### src/rtl/core/frml_pkg.sv
// Package for the frame rate meter and limiter: widths, constants, codes
// and the request and response types of the shared divider.
// No dependencies; imported by frml_div, the unit and its testbench.
package frml_pkg;

  // Window of frame intervals
  localparam int WINDOW_LEN = 1024;
  localparam int SLOT_W     = $clog2(WINDOW_LEN);
  localparam int CNT_W      = $clog2(WINDOW_LEN + 1);

  // Stamps and interval sums
  localparam int STAMP_W = 32;
  localparam int SUM_W   = STAMP_W + SLOT_W;

  // Rate math: fps_q8 = 256000 * count / sum
  localparam longint MS_PER_S_Q8 = 256000;
  localparam int     K_W         = 18;
  localparam int     PROD_W      = K_W + CNT_W;
  localparam int     NUM_W       = $clog2(MS_PER_S_Q8 * WINDOW_LEN + 1);
  localparam int     STEP_W      = $clog2(NUM_W + 1);

  // Frame budget: 1000 / max_fps
  localparam int MS_PER_S = 1000;
  localparam int MS_W     = 10;

  // Result and register fields
  localparam int     FPS_W           = 28;
  localparam int     DELAY_W         = 10;
  localparam longint FPS_MAX         = (64'd1 << FPS_W) - 64'd1;
  localparam int     FALLBACK_FPS_Q8 = 15360;
  localparam int     CMP_W           = (NUM_W > FPS_W) ? NUM_W : FPS_W;
  localparam int     MAXFPS_W        = 16;
  localparam int     MAXFPS_RESET    = 1000;

  // Stream widths
  localparam int S_TDATA_W = STAMP_W;
  localparam int M_TDATA_W = ((FPS_W + DELAY_W + 7) / 8) * 8;

  typedef enum logic {
    KIND_BEGIN = 1'b0,
    KIND_END   = 1'b1
  } kind_e;

  typedef struct packed {
    logic              start;
    logic [STEP_W-1:0] steps;
    logic [NUM_W-1:0]  num;
    logic [SUM_W-1:0]  den;
  } div_req_t;

  typedef struct packed {
    logic             done;
    logic [NUM_W-1:0] quot;
  } div_rsp_t;

endpackage

### src/rtl/core/frml_div.sv
// Restoring divider, one quotient bit per cycle, shared by the rate and
// budget divisions. Depends on frml_pkg.
module frml_div (
  input  logic               clk_i,
  input  logic               rst_ni,
  input  frml_pkg::div_req_t req_i,
  output frml_pkg::div_rsp_t rsp_o
);
  import frml_pkg::*;

  logic [STEP_W-1:0] cnt_q;
  logic              done_q;
  logic [NUM_W-1:0]  num_q;
  logic [NUM_W-1:0]  quot_q;
  logic [SUM_W-1:0]  rem_q;
  logic [SUM_W-1:0]  den_q;

  logic [SUM_W:0]    rem_sh;
  logic              ge;
  logic              busy;

  // Shift in the next numerator bit and try the subtract
  assign busy   = (cnt_q != '0);
  assign rem_sh = {rem_q, num_q[NUM_W-1]};
  assign ge     = (rem_sh >= {1'b0, den_q});

  // Step counter and done pulse
  always_ff @(posedge clk_i or negedge rst_ni) begin
    if (!rst_ni) begin
      cnt_q  <= '0;
      done_q <= 1'b0;
    end else if (req_i.start) begin
      cnt_q  <= req_i.steps;
      done_q <= 1'b0;
    end else if (busy) begin
      cnt_q  <= cnt_q - STEP_W'(1);
      done_q <= (cnt_q == STEP_W'(1));
    end else begin
      done_q <= 1'b0;
    end
  end

  // Datapath: load operands, then advance one bit per step
  always_ff @(posedge clk_i) begin
    if (req_i.start) begin
      num_q  <= req_i.num;
      den_q  <= req_i.den;
      rem_q  <= '0;
      quot_q <= '0;
    end else if (busy) begin
      num_q  <= num_q << 1;
      rem_q  <= ge ? SUM_W'(rem_sh - {1'b0, den_q}) : rem_sh[SUM_W-1:0];
      quot_q <= {quot_q[NUM_W-2:0], ge};
    end
  end

  assign rsp_o.done = done_q;
  assign rsp_o.quot = quot_q;

endmodule

### config.mk
export PLATFORM = sky130hd
export DESIGN_NAME = frml_div
export DESIGN_NICKNAME = d
export VERILOG_FILES = /design/src/rtl/core/frml_pkg.sv /design/src/rtl/core/frml_div.sv
export SDC_FILE = /design/constraint.sdc
export NUM_CORES = 1
export LEC_CHECK = 0
export ABC_AREA = 1
export BUFFER_PORTS_ARGS = -buffer_cell sky130_fd_sc_hd__buf_2
export CAP_MARGIN = 30
export CORE_MARGIN = 2
export CORE_UTILIZATION = 50
export DETAILED_ROUTE_END_ITERATION = 8
export PLACE_DENSITY_LB_ADDON = 0.08
export SLEW_MARGIN = 15
export SYNTH_ARGS = -nofsm -noshare
export SYNTH_HDL_FRONTEND = slang
export SYNTH_SLANG_ARGS = --single-unit
### constraint.sdc
create_clock -name clk_i -period 4.1 [get_ports clk_i]
set_input_delay 0.41 -clock clk_i [delete_from_list [all_inputs] [get_ports clk_i]]
set_output_delay 0.41 -clock clk_i [all_outputs]
set_load 0.02 [all_outputs]
# Word-level counts from Yosys, hierarchy flattened
# Index checks and enable logic that the tools add are counted.
# op_classes
order_cmp	1
n_reduce_logical	2
eq_ne	1
div	0
muxes	7
n_bitwise	0
n_mul	0
shift	0
addsub	2
# ops
operator	count
2-to-1 mux 28 bit	2
greater-or-equal comparator 43 x 42 -> 1 bit	1
2-to-1 mux 42 bit	1
subtractor 42 bit	1
2-to-1 mux 5 bit	2
equality test 5 x 1 -> 1 bit, second input constant	1
nonzero test 5 bit	1
subtractor 5 x 1 -> 5 bit, second input constant	1
2-to-1 mux 1 bit	2
nonzero test 2 bit	1
# totals
ramBits	0
elab_cells	19
ff_bits	146
out_inout_bits	29
mem_bits_ro	0
n_memories	0
latchBits	0

# Longest topological paths before layout
# Gate-level depths: netlist (run 1).
# logic_depth
ltp_word	3
mapped_depth	17
ltp_nobuf	17

# Least setup slack after synthesis (run 1)
# OpenSTA, ideal clock, no wires.
# synth_timing
kind	register to register
start	reg cnt_q[0]
end	reg num_q[0], enable pin
required_time_ns	3.697
n_path_buf	1
synth_period_minus_slack_ns	2.342
slack_ns	1.758
stages_incl_launch_ff	7
arrival_time_ns	1.939
cell_sequence	dfrtp_1 inv_1 ha_1 nand3_1 nor2_4 clkinv_1 clkbuf_1
# synth_via
elab_chain_cells	2
# synth_rtl
element	line	rtl
start, declared	frml_div.sv:11	logic [STEP_W-1:0] cnt_q;
start signal, assigned	frml_div.sv:33	cnt_q <= req_i.steps;
start signal, assigned	frml_div.sv:36	cnt_q <= cnt_q - STEP_W'(1);
nonzero test 5 bit	frml_div.sv:23	assign busy = (cnt_q != '0);
nonzero test 2 bit (no source line)	n/a	
end signal, assigned	frml_div.sv:46	num_q <= req_i.num;
end signal, assigned	frml_div.sv:51	num_q <= num_q << 1;
end, declared	frml_div.sv:13	logic [NUM_W-1:0] num_q;
# No other way between the ends.
# A chain may end at the register's enable or synchronous reset.

# Worst setup path after layout (run 1)
# layout_timing
start	reg den_q[27]
end	reg rem_q[40]
# layout_via
elab_chain_cells	2
# layout_rtl
element	line	rtl
start, declared	frml_div.sv:16	logic [SUM_W-1:0] den_q;
start signal, assigned	frml_div.sv:47	den_q <= req_i.den;
subtractor 42 bit / greater-or-equal comparator 43 x 42 -> 1 bit (equally long branches)	frml_div.sv:52, frml_div.sv:25	
2-to-1 mux 42 bit *	frml_div.sv:52	rem_q <= ge ? SUM_W'(rem_sh - {1'b0, den_q}) : rem_sh[SUM_W-1:0];
end signal, assigned	frml_div.sv:52	
end, declared	frml_div.sv:15	logic [SUM_W-1:0] rem_q;
# Mark *: on every way between the ends. The rest lies on a longest branch, timed or not.

==> results of run 1 <==
-- stage by stage --
step / total power, W / hold WS (ns) / instance area (um^2) / utilization (%) / setup WS, ns
6_report: 0.00714 / 0.137 / 10300 / 57.9 / 1.32
5_1_grt: 0.00777 / 0.126 / 10300 / 57.9 / 1.01
4_1_cts: 0.00715 / 0.126 / 10300 / 57.9 / 1.34
3_5_place_dp: 0.00556 / 0.239 / 9740 / 54.6 / 1.36
3_3_place_gp: 0.00554 / 0.242 / 9740 / 54.6 / 1.41
2_1_floorplan: 0.00480 / 0.114 / 9040 / - / 1.76
-- sequential cells by signal, summed over array words and instances, names as in the netlist --
register / flops
cnt_q: 5
den_q: 42
done_q: 1
num_q: 28
quot_q: 28
rem_q: 42
-- final timing paths --
| kind | start | to | slack, ns |
|---|---|---|---|
| worst min-delay path | req_i[32] | den_q[32]$_DFFE_PP_ | 0.14 |
| worst max-delay path | den_q[27]$_DFFE_PP_ | rem_q[40]$_SDFFE_PP0P_ | 1.32 |
| max in group asynchronous | rst_ni | done_q$_DFF_PN0_ | 3.64 |
| worst max register to register | den_q[27]$_DFFE_PP_ | rem_q[40]$_SDFFE_PP0P_ | 1.32 |
| min in group asynchronous | rst_ni | cnt_q[4]$_DFFE_PN0P_ | 0.31 |
| worst min register to register | quot_q[27]$_SDFFE_PP0P_ | quot_q[27]$_SDFFE_PP0P_ | 0.45 |
-- per-layer routing --
metal	global-route usage, %	vias up
met5	0	-
met4	6.66	0
met3	4.68	17
met2	39.8	208
met1	33.4	3624
li1	-	4238
-- what timing repair did --
action / in CTS / in global routing
endpoints found under the hold margin: 6 / 0
setup endpoints to repair: 0 / 0
hold buffers: 1 / 0
-- critical path, cell delays in order (launching register included) --
cell and delay, ns:
edfxtp_1 0.32, inv_1 0.04, ha_1 0.37, nand2_1 0.17
nor2_2 0.07, nand2_1 0.14, nor2_1 0.08, nand3b_1 0.09
nand2_1 0.09, nor2_4 0.49, nand2_8 0.30, nand2_4 0.27
nand2_1 0.09, nand2_1 0.08, nand2_1 0.04
-- synth_stat cells, drive strengths merged --
cell	count
dfxtp	70
o221ai	1
ha	45
o21a	1
o21ai	30
nor3	3
nand3	100
and2	1
o22ai	26
nand2	504
a22oi	1
a21o	1
xor2	1
buf	14
nand3b	17
fa	1
dfrtp	6
edfxtp	70
a21boi	1
o21bai	6
xnor2	25
inv	241
nor2	79
nand4	4
clkbuf	17
a21oi	33
clkinv	2
-- power breakdown --
group / leakage, nW / internal, W / switching [W]
combinational: 3.82 / 0.00127 / 0.00230
clock: 0.291 / 0.000868 / 0.000692
sequential: 1.37 / 0.00184 / 0.000175
-- final cells by class --
cell class	count	area (um^2)
clock buffer	20	479
clock inverter	12	105
fill	1773	7510
inverter	243	912
multi-input combinational	880	4310
sequential	146	3650
tap	229	287
timing repair buffer	113	588
-- kinds of logic after synthesis --
logic type,share of synthesized area [%]
adder cells (fa/ha/maj),6.45
AND/OR/NAND/NOR,32.5
flip-flops,40.4
AO/OA/AOI/OAI,6.21
buffers and inverters,11.9
XOR/XNOR,2.52
==> impl_metrics.prom, run 1 <==
# TYPE chip_impl_metric gauge
chip_impl_metric{name="drv.max_cap_violation_count",unit=""} 0
chip_impl_info{name="dr.max_layer_used",value="met4"} 1
chip_impl_metric{name="post_cts_resize_count",unit=""} 0
chip_impl_info{name="start_kind",value="register"} 1
chip_impl_metric{name="crit_required",unit="ns"} 4.43
chip_impl_metric{name="post-cts-setup-buffers",unit=""} 0
chip_impl_metric{name="fmax",unit="GHz"} 0.359
chip_impl_metric{name="tightestPinTransition",unit="ns"} 0.885
chip_impl_metric{name="hpwlAfterDp",unit="mm"} 17.0
chip_impl_metric{name="grt_usage",unit="%"} 24.4
chip_impl_metric{name="core_region_area",unit="mm^2"} 0.0178
chip_impl_metric{name="overflow",unit=""} 0
chip_impl_metric{name="hold-path-cell-count",unit=""} 1
chip_impl_info{name="timing.critical_path.to_type",value="register"} 1
chip_impl_metric{name="critPathArrivalTime",unit="ns"} 3.11
chip_impl_metric{name="ant_nets",unit=""} 0
chip_impl_metric{name="synth.net_count",unit=""} 1424
chip_impl_info{name="post_synth_main_area_contributors",value="edfxtp_1 23%, nand2_1 21%, dfxtp_1 16%, inv_1 9.8%, ha_1 6.2%"} 1
chip_impl_metric{name="clock_insertion_delay_worst_skew",unit="ns"} 0.45
chip_impl_metric{name="cts-htree-levels",unit=""} 4
chip_impl_info{name="synth_area_leader_cell",value="edfxtp_1"} 1
chip_impl_info{name="layout.cells.most_common_list",value="500 x nand2_1, 236 x inv_1, 105 x buf_2, 100 x nand3_1"} 1
chip_impl_metric{name="cts_buffer_depth",unit=""} 2
chip_impl_info{name="worstSetupPathType",value="register to register"} 1
chip_impl_metric{name="route.met3.wl",unit="mm"} 1.06
chip_impl_metric{name="start_util",unit="%"} 50.7
chip_impl_metric{name="place.port_buffers",unit=""} 106
chip_impl_metric{name="leakage",unit="nW"} 5.48
chip_impl_info{name="tritoncts",value="done"} 1
chip_impl_info{name="worstHoldPathType",value="input pin to register"} 1
chip_impl_metric{name="drt_first_pass_iters",unit=""} 7
chip_impl_metric{name="post_layout_nonfiller_instances",unit=""} 1643
chip_impl_metric{name="post_drt_wl_per_cell",unit="um"} 13.8
chip_impl_metric{name="period_needed",unit="ns"} 2.78
chip_impl_metric{name="critPathMaxFanout",unit=""} 43
chip_impl_metric{name="remaining_drcs",unit=""} 0
chip_impl_metric{name="share_of_synthesized_area_occupied_by_flip_flops_and_latches",unit="%"} 40.4
chip_impl_metric{name="floorplan.die_area",unit="mm^2"} 0.0192
chip_impl_metric{name="post_synth.cell_area_avg",unit="um^2"} 6.95
chip_impl_metric{name="num_vias",unit=""} 8087
chip_impl_metric{name="dpl.cell_count",unit=""} 1610
chip_impl_metric{name="finalSetupViolations",unit=""} 0
chip_impl_metric{name="timing_hold_violations_final",unit=""} 0
chip_impl_metric{name="layout-drive-gt1-share",unit="%"} 11.5
chip_impl_metric{name="wire_length_of_the_first_global_routing_pass",unit="mm"} 38.0
chip_impl_metric{name="maximum_number_of_pins_on_one_net_before_global_route_repair",unit=""} 76
chip_impl_metric{name="power_per_cell_area",unit="mW/mm^2"} 691
chip_impl_metric{name="via_count_of_the_first_global_routing_pass",unit=""} 7703
chip_impl_metric{name="synth_largest_type_area_fraction",unit="%"} 23.3
chip_impl_metric{name="vias_per_cell",unit=""} 4.92
chip_impl_metric{name="final_tns_setup",unit="ns"} 0
chip_impl_metric{name="numCtsBuffers",unit=""} 17
chip_impl_metric{name="vdd.ir_drop.worst",unit="mV"} 0.371
chip_impl_metric{name="wl",unit="mm"} 22.7
chip_impl_metric{name="rr_worst_depth",unit=""} 14
chip_impl_metric{name="synth_cell_types",unit=""} 37
chip_impl_metric{name="rows",unit=""} 49
chip_impl_metric{name="met1_length",unit="mm"} 10.9
chip_impl_metric{name="floorplan.die.height",unit="um"} 138
chip_impl_metric{name="finalWeightedCongestion",unit=""} 0.968
chip_impl_info{name="clock-root-buffer",value="clkbuf_16"} 1
chip_impl_metric{name="clock-sinks",unit=""} 146
chip_impl_metric{name="antenna_found_initial",unit=""} 0
chip_impl_metric{name="max-slew-margin-rel",unit="%"} 41.0
chip_impl_info{name="run_status",value="completed"} 1
chip_impl_metric{name="report.final.slew_viol_count",unit=""} 0
chip_impl_metric{name="worst_setup_hold_path_clk_slew",unit="ns"} 0.08
chip_impl_metric{name="nNetsFinal",unit=""} 1525
chip_impl_metric{name="route.met2.wl",unit="mm"} 10.5
chip_impl_metric{name="yosysWarningCount",unit=""} 0
chip_impl_metric{name="design.portCount",unit=""} 107
chip_impl_metric{name="drt_iter0_drc",unit=""} 492
chip_impl_metric{name="layout_worst_path_cycle_share",unit="%"} 67.9
chip_impl_metric{name="timing.clock.skew",unit="ns"} 0.0205
chip_impl_metric{name="ant_diodes",unit=""} 0
chip_impl_metric{name="synthToLayoutAreaGrowth",unit="%"} 14.3
chip_impl_info{name="rsz_0062_raised_after_global_routing",value="false"} 1
chip_impl_metric{name="die_w",unit="um"} 138
chip_impl_info{name="layout_commonest_cell",value="nand2_1"} 1
chip_impl_metric{name="synth.cell_area",unit="mm^2"} 0.00904
chip_impl_metric{name="yosys_register_bits",unit=""} 146
chip_impl_metric{name="syn-instance-count",unit=""} 1300
Note: power is estimated with default switching activity, not from simulation.
==> run 2: changes to the inputs <==
Clock period 4.1 ns to 2.6 ns, I/O delays scaled along.
==> run 2 against run 1 <==
Against the previous run: clock skew is 0.0045 ns lower; total power rose by 62%; non-clock buffer count grew 45; combinational power up 67%; sequential share of layout area shrank 1.6 points; via count grew 2.5%; wire length rose by 4.5%; final cell count grew 2.7%; setup slack got worse by 1.1 ns; cell area is 4.7% higher; worst hold slack got worse by 0.12 ns.
==> impl_metrics.prom, run 2 (same netlist as run 1, synthesis figures left out) <==
# TYPE chip_impl_metric gauge
chip_impl_info{name="crit-reg2reg-capture",value="rem_q[24]$_SDFFE_PP0P_"} 1
chip_impl_info{name="r2r-start",value="num_q[27]$_DFFE_PP_"} 1
chip_impl_metric{name="power_per_cell_area",unit="mW/mm^2"} 1070
chip_impl_metric{name="critPathMaxFanout",unit=""} 4
chip_impl_metric{name="die_w",unit="um"} 138
chip_impl_metric{name="clock_power_share",unit="%"} 20.8
chip_impl_metric{name="fmax",unit="GHz"} 0.422
chip_impl_metric{name="finalWeightedCongestion",unit=""} 0.950
chip_impl_metric{name="leakage",unit="nW"} 5.68
chip_impl_metric{name="hpwlAfterDp",unit="mm"} 18.0
chip_impl_info{name="worstPathCellList",value="inv_1 > ha_1 > inv_1 > fa_1 > nand3_1 > nand3_2 > nand2_1 > nand2_1 > nand2_1 > nand3b_1 > xnor2_1 > nand2_1 > nand3_1 > nand2_1"} 1
chip_impl_info{name="start_kind",value="register"} 1
chip_impl_info{name="cpMostUsedCell",value="nand2_1"} 1
chip_impl_metric{name="num_vias",unit=""} 8293
chip_impl_info{name="run_status",value="completed"} 1
chip_impl_metric{name="hold_slack",unit="ns"} 0.0199
chip_impl_info{name="crit_path_max_delay_cell_type",value="fa_1"} 1
chip_impl_metric{name="critPathArrivalTime",unit="ns"} 2.68
chip_impl_metric{name="place.port_buffers",unit=""} 106
chip_impl_metric{name="remaining_drcs",unit=""} 0
chip_impl_metric{name="rr_worst_depth",unit=""} 14
chip_impl_metric{name="post_drt_wl_per_cell",unit="um"} 14.1
chip_impl_metric{name="nNetsFinal",unit=""} 1570
chip_impl_metric{name="wire_length_of_the_first_global_routing_pass",unit="mm"} 39.1
chip_impl_metric{name="maximum_number_of_pins_on_one_net_before_global_route_repair",unit=""} 55
chip_impl_metric{name="sequentialPowerShare",unit="%"} 27.7
chip_impl_metric{name="drt_iter0_drc",unit=""} 510
chip_impl_metric{name="layout-drive-gt1-share",unit="%"} 12.0
chip_impl_info{name="worstSetupPathType",value="register to register"} 1
chip_impl_info{name="layout_commonest_cell",value="nand2_1"} 1
chip_impl_metric{name="synthToLayoutAreaGrowth",unit="%"} 19.7
chip_impl_info{name="reg.largest.list",value="den_q (42), rem_q (42)"} 1
chip_impl_metric{name="multi_input_logic_area",unit="mm^2"} 0.00434
chip_impl_metric{name="report.final.slew_viol_count",unit=""} 0
chip_impl_metric{name="clock_insertion_delay_worst_skew",unit="ns"} 0.43
chip_impl_metric{name="slowest_delay",unit="ns"} 0.42
chip_impl_info{name="capturing_element_of_the_worst_setup_path",value="rem_q[24]$_SDFFE_PP0P_"} 1
chip_impl_metric{name="ant_nets",unit=""} 0
chip_impl_metric{name="grt_usage",unit="%"} 25.3
chip_impl_metric{name="antenna_found_initial",unit=""} 0
chip_impl_metric{name="final_tns_setup",unit="ns"} 0
chip_impl_metric{name="worst_setup_hold_path_clk_slew",unit="ns"} 0.06
chip_impl_metric{name="numCtsBuffers",unit=""} 17
chip_impl_metric{name="cts-htree-levels",unit=""} 4
chip_impl_metric{name="layout_worst_path_cycle_share",unit="%"} 91.2
chip_impl_metric{name="cts_buffer_depth",unit=""} 2
chip_impl_info{name="worstHoldPathType",value="input pin to register"} 1
chip_impl_metric{name="final.fill_count",unit=""} 1739
chip_impl_metric{name="vdd.ir_drop.worst",unit="mV"} 0.575
chip_impl_metric{name="floorplan.die_area",unit="mm^2"} 0.0192
chip_impl_info{name="timing.critical_path.to_type",value="register"} 1
chip_impl_metric{name="dpl-instance-area",unit="mm^2"} 0.00984
chip_impl_metric{name="power.switching_fraction",unit="%"} 44.4
chip_impl_info{name="clock-root-buffer",value="clkbuf_16"} 1
chip_impl_metric{name="power_switching",unit="W"} 0.00513
chip_impl_metric{name="floorplan.die.height",unit="um"} 138
chip_impl_metric{name="ff_latch_area",unit="mm^2"} 0.00365
chip_impl_metric{name="via_count_of_the_first_global_routing_pass",unit=""} 7977
chip_impl_metric{name="start_util",unit="%"} 50.7
chip_impl_metric{name="comb_power_share",unit="%"} 51.6
chip_impl_metric{name="period_needed",unit="ns"} 2.37
chip_impl_metric{name="rows",unit=""} 49
chip_impl_metric{name="finish.instance_area",unit="mm^2"} 0.0108
chip_impl_metric{name="timing_hold_violations_final",unit=""} 0
chip_impl_info{name="layout.cells.most_common_list",value="500 x nand2_1, 237 x inv_1, 105 x buf_2, 98 x nand3_1"} 1
chip_impl_info{name="worstSetupStartpoint",value="num_q[27]$_DFFE_PP_"} 1
chip_impl_metric{name="ff2ff_setup_slack",unit="ns"} 0.23
chip_impl_metric{name="drt_first_pass_iters",unit=""} 8
chip_impl_info{name="tritoncts",value="done"} 1
chip_impl_metric{name="overflow",unit=""} 0
chip_impl_metric{name="crit_required",unit="ns"} 2.91
chip_impl_metric{name="max-slew-margin-rel",unit="%"} 59.4
chip_impl_info{name="rsz_0062_raised_after_global_routing",value="false"} 1
chip_impl_metric{name="design.portCount",unit=""} 107
chip_impl_metric{name="tightestPinTransition",unit="ns"} 0.609
chip_impl_metric{name="timing.clock.skew",unit="ns"} 0.0160
chip_impl_metric{name="vias_per_cell",unit=""} 4.91
chip_impl_metric{name="drv.max_cap_violation_count",unit=""} 0
chip_impl_metric{name="finalSetupViolations",unit=""} 0
chip_impl_metric{name="clock-sinks",unit=""} 146
chip_impl_metric{name="fin_total_pwr",unit="W"} 0.0115
chip_impl_metric{name="wl",unit="mm"} 23.8
chip_impl_metric{name="ant_diodes",unit=""} 0
chip_impl_metric{name="internal_power",unit="W"} 0.00642
chip_impl_metric{name="core_region_area",unit="mm^2"} 0.0178
==> run 2: metal layers <==
| metal | global-route usage [%] | wire length [um] | up-vias |
|---|---|---|---|
| li1 | - | - | 4333 |
| met1 | 34.2 | 11200 | 3708 |
| met2 | 41.5 | 10900 | 227 |
| met3 | 4.92 | 1260 | 25 |
| met4 | 7.20 | 405 | 0 |
| met5 | 0 | 0 | - |
==> run 2: worst min path at each step <==
stage / from / to / cells past startpoint
after global placement: rst_ni / cnt_q[2]$_DFFE_PN0P_ / 1
after global routing: req_i[10] / den_q[10]$_DFFE_PP_ / 1
after CTS: req_i[24] / den_q[24]$_DFFE_PP_ / 1
after detailed placement: rst_ni / cnt_q[2]$_DFFE_PN0P_ / 1
final: req_i[10] / den_q[10]$_DFFE_PP_ / 1
after floorplan: rst_ni / cnt_q[0]$_DFFE_PN0P_ / 0
==> run 2: critical path, delay by kind of cell (launching register included) <==
family	cells	cell delay [ns]
and+or+nand+nor	9	0.97
xor gates and xnor gates	1	0.20
adders and majority gates	2	0.56
buffers and inverters	2	0.15
DFF	1	0.37
==> run 2: through the flow <==
stage          std cells  setup WS [ns]  utilization (%)
3_5_place_dp        1618          0.107             55.1
4_1_cts             1684         0.0973             60.2
6_report            1688          0.228             60.6
3_3_place_gp        1618          0.141             55.1
2_1_floorplan       1300          0.258                -
5_1_grt             1688        0.00109             60.6
==> run 2: layout make-up <==
cell class                      instances  share of cell area (%)
Tap cell                              229                    2.65
Inverter                              243                    8.43
Clock buffer                           18                    4.16
Sequential cell                       146                    33.8
Multi-Input combinational cell        880                    40.1
Timing Repair Buffer                  158                    9.79
Clock inverter                         14                    1.05
==> run 2: timing repair <==
action,4_1_cts,5_1_grt
buffers inserted,0,0
hold buffers,34,4
endpoints found under the hold margin,39,4
endpoints found under the setup margin,0,33
gates resized for setup,0,8
==> run 2: power by group through the flow <==
| stage | Sequential [W] | Clock [W] | Combinational (W) |
|---|---|---|---|
| floorplan | 0.00317 | 0 | 0.00440 |
| global placement | 0.00323 | 0 | 0.00582 |
| detailed placement | 0.00323 | 0 | 0.00584 |
| CTS | 0.00319 | 0.00245 | 0.00591 |
| global route | 0.00325 | 0.00254 | 0.00672 |
| finish | 0.00319 | 0.00240 | 0.00595 |
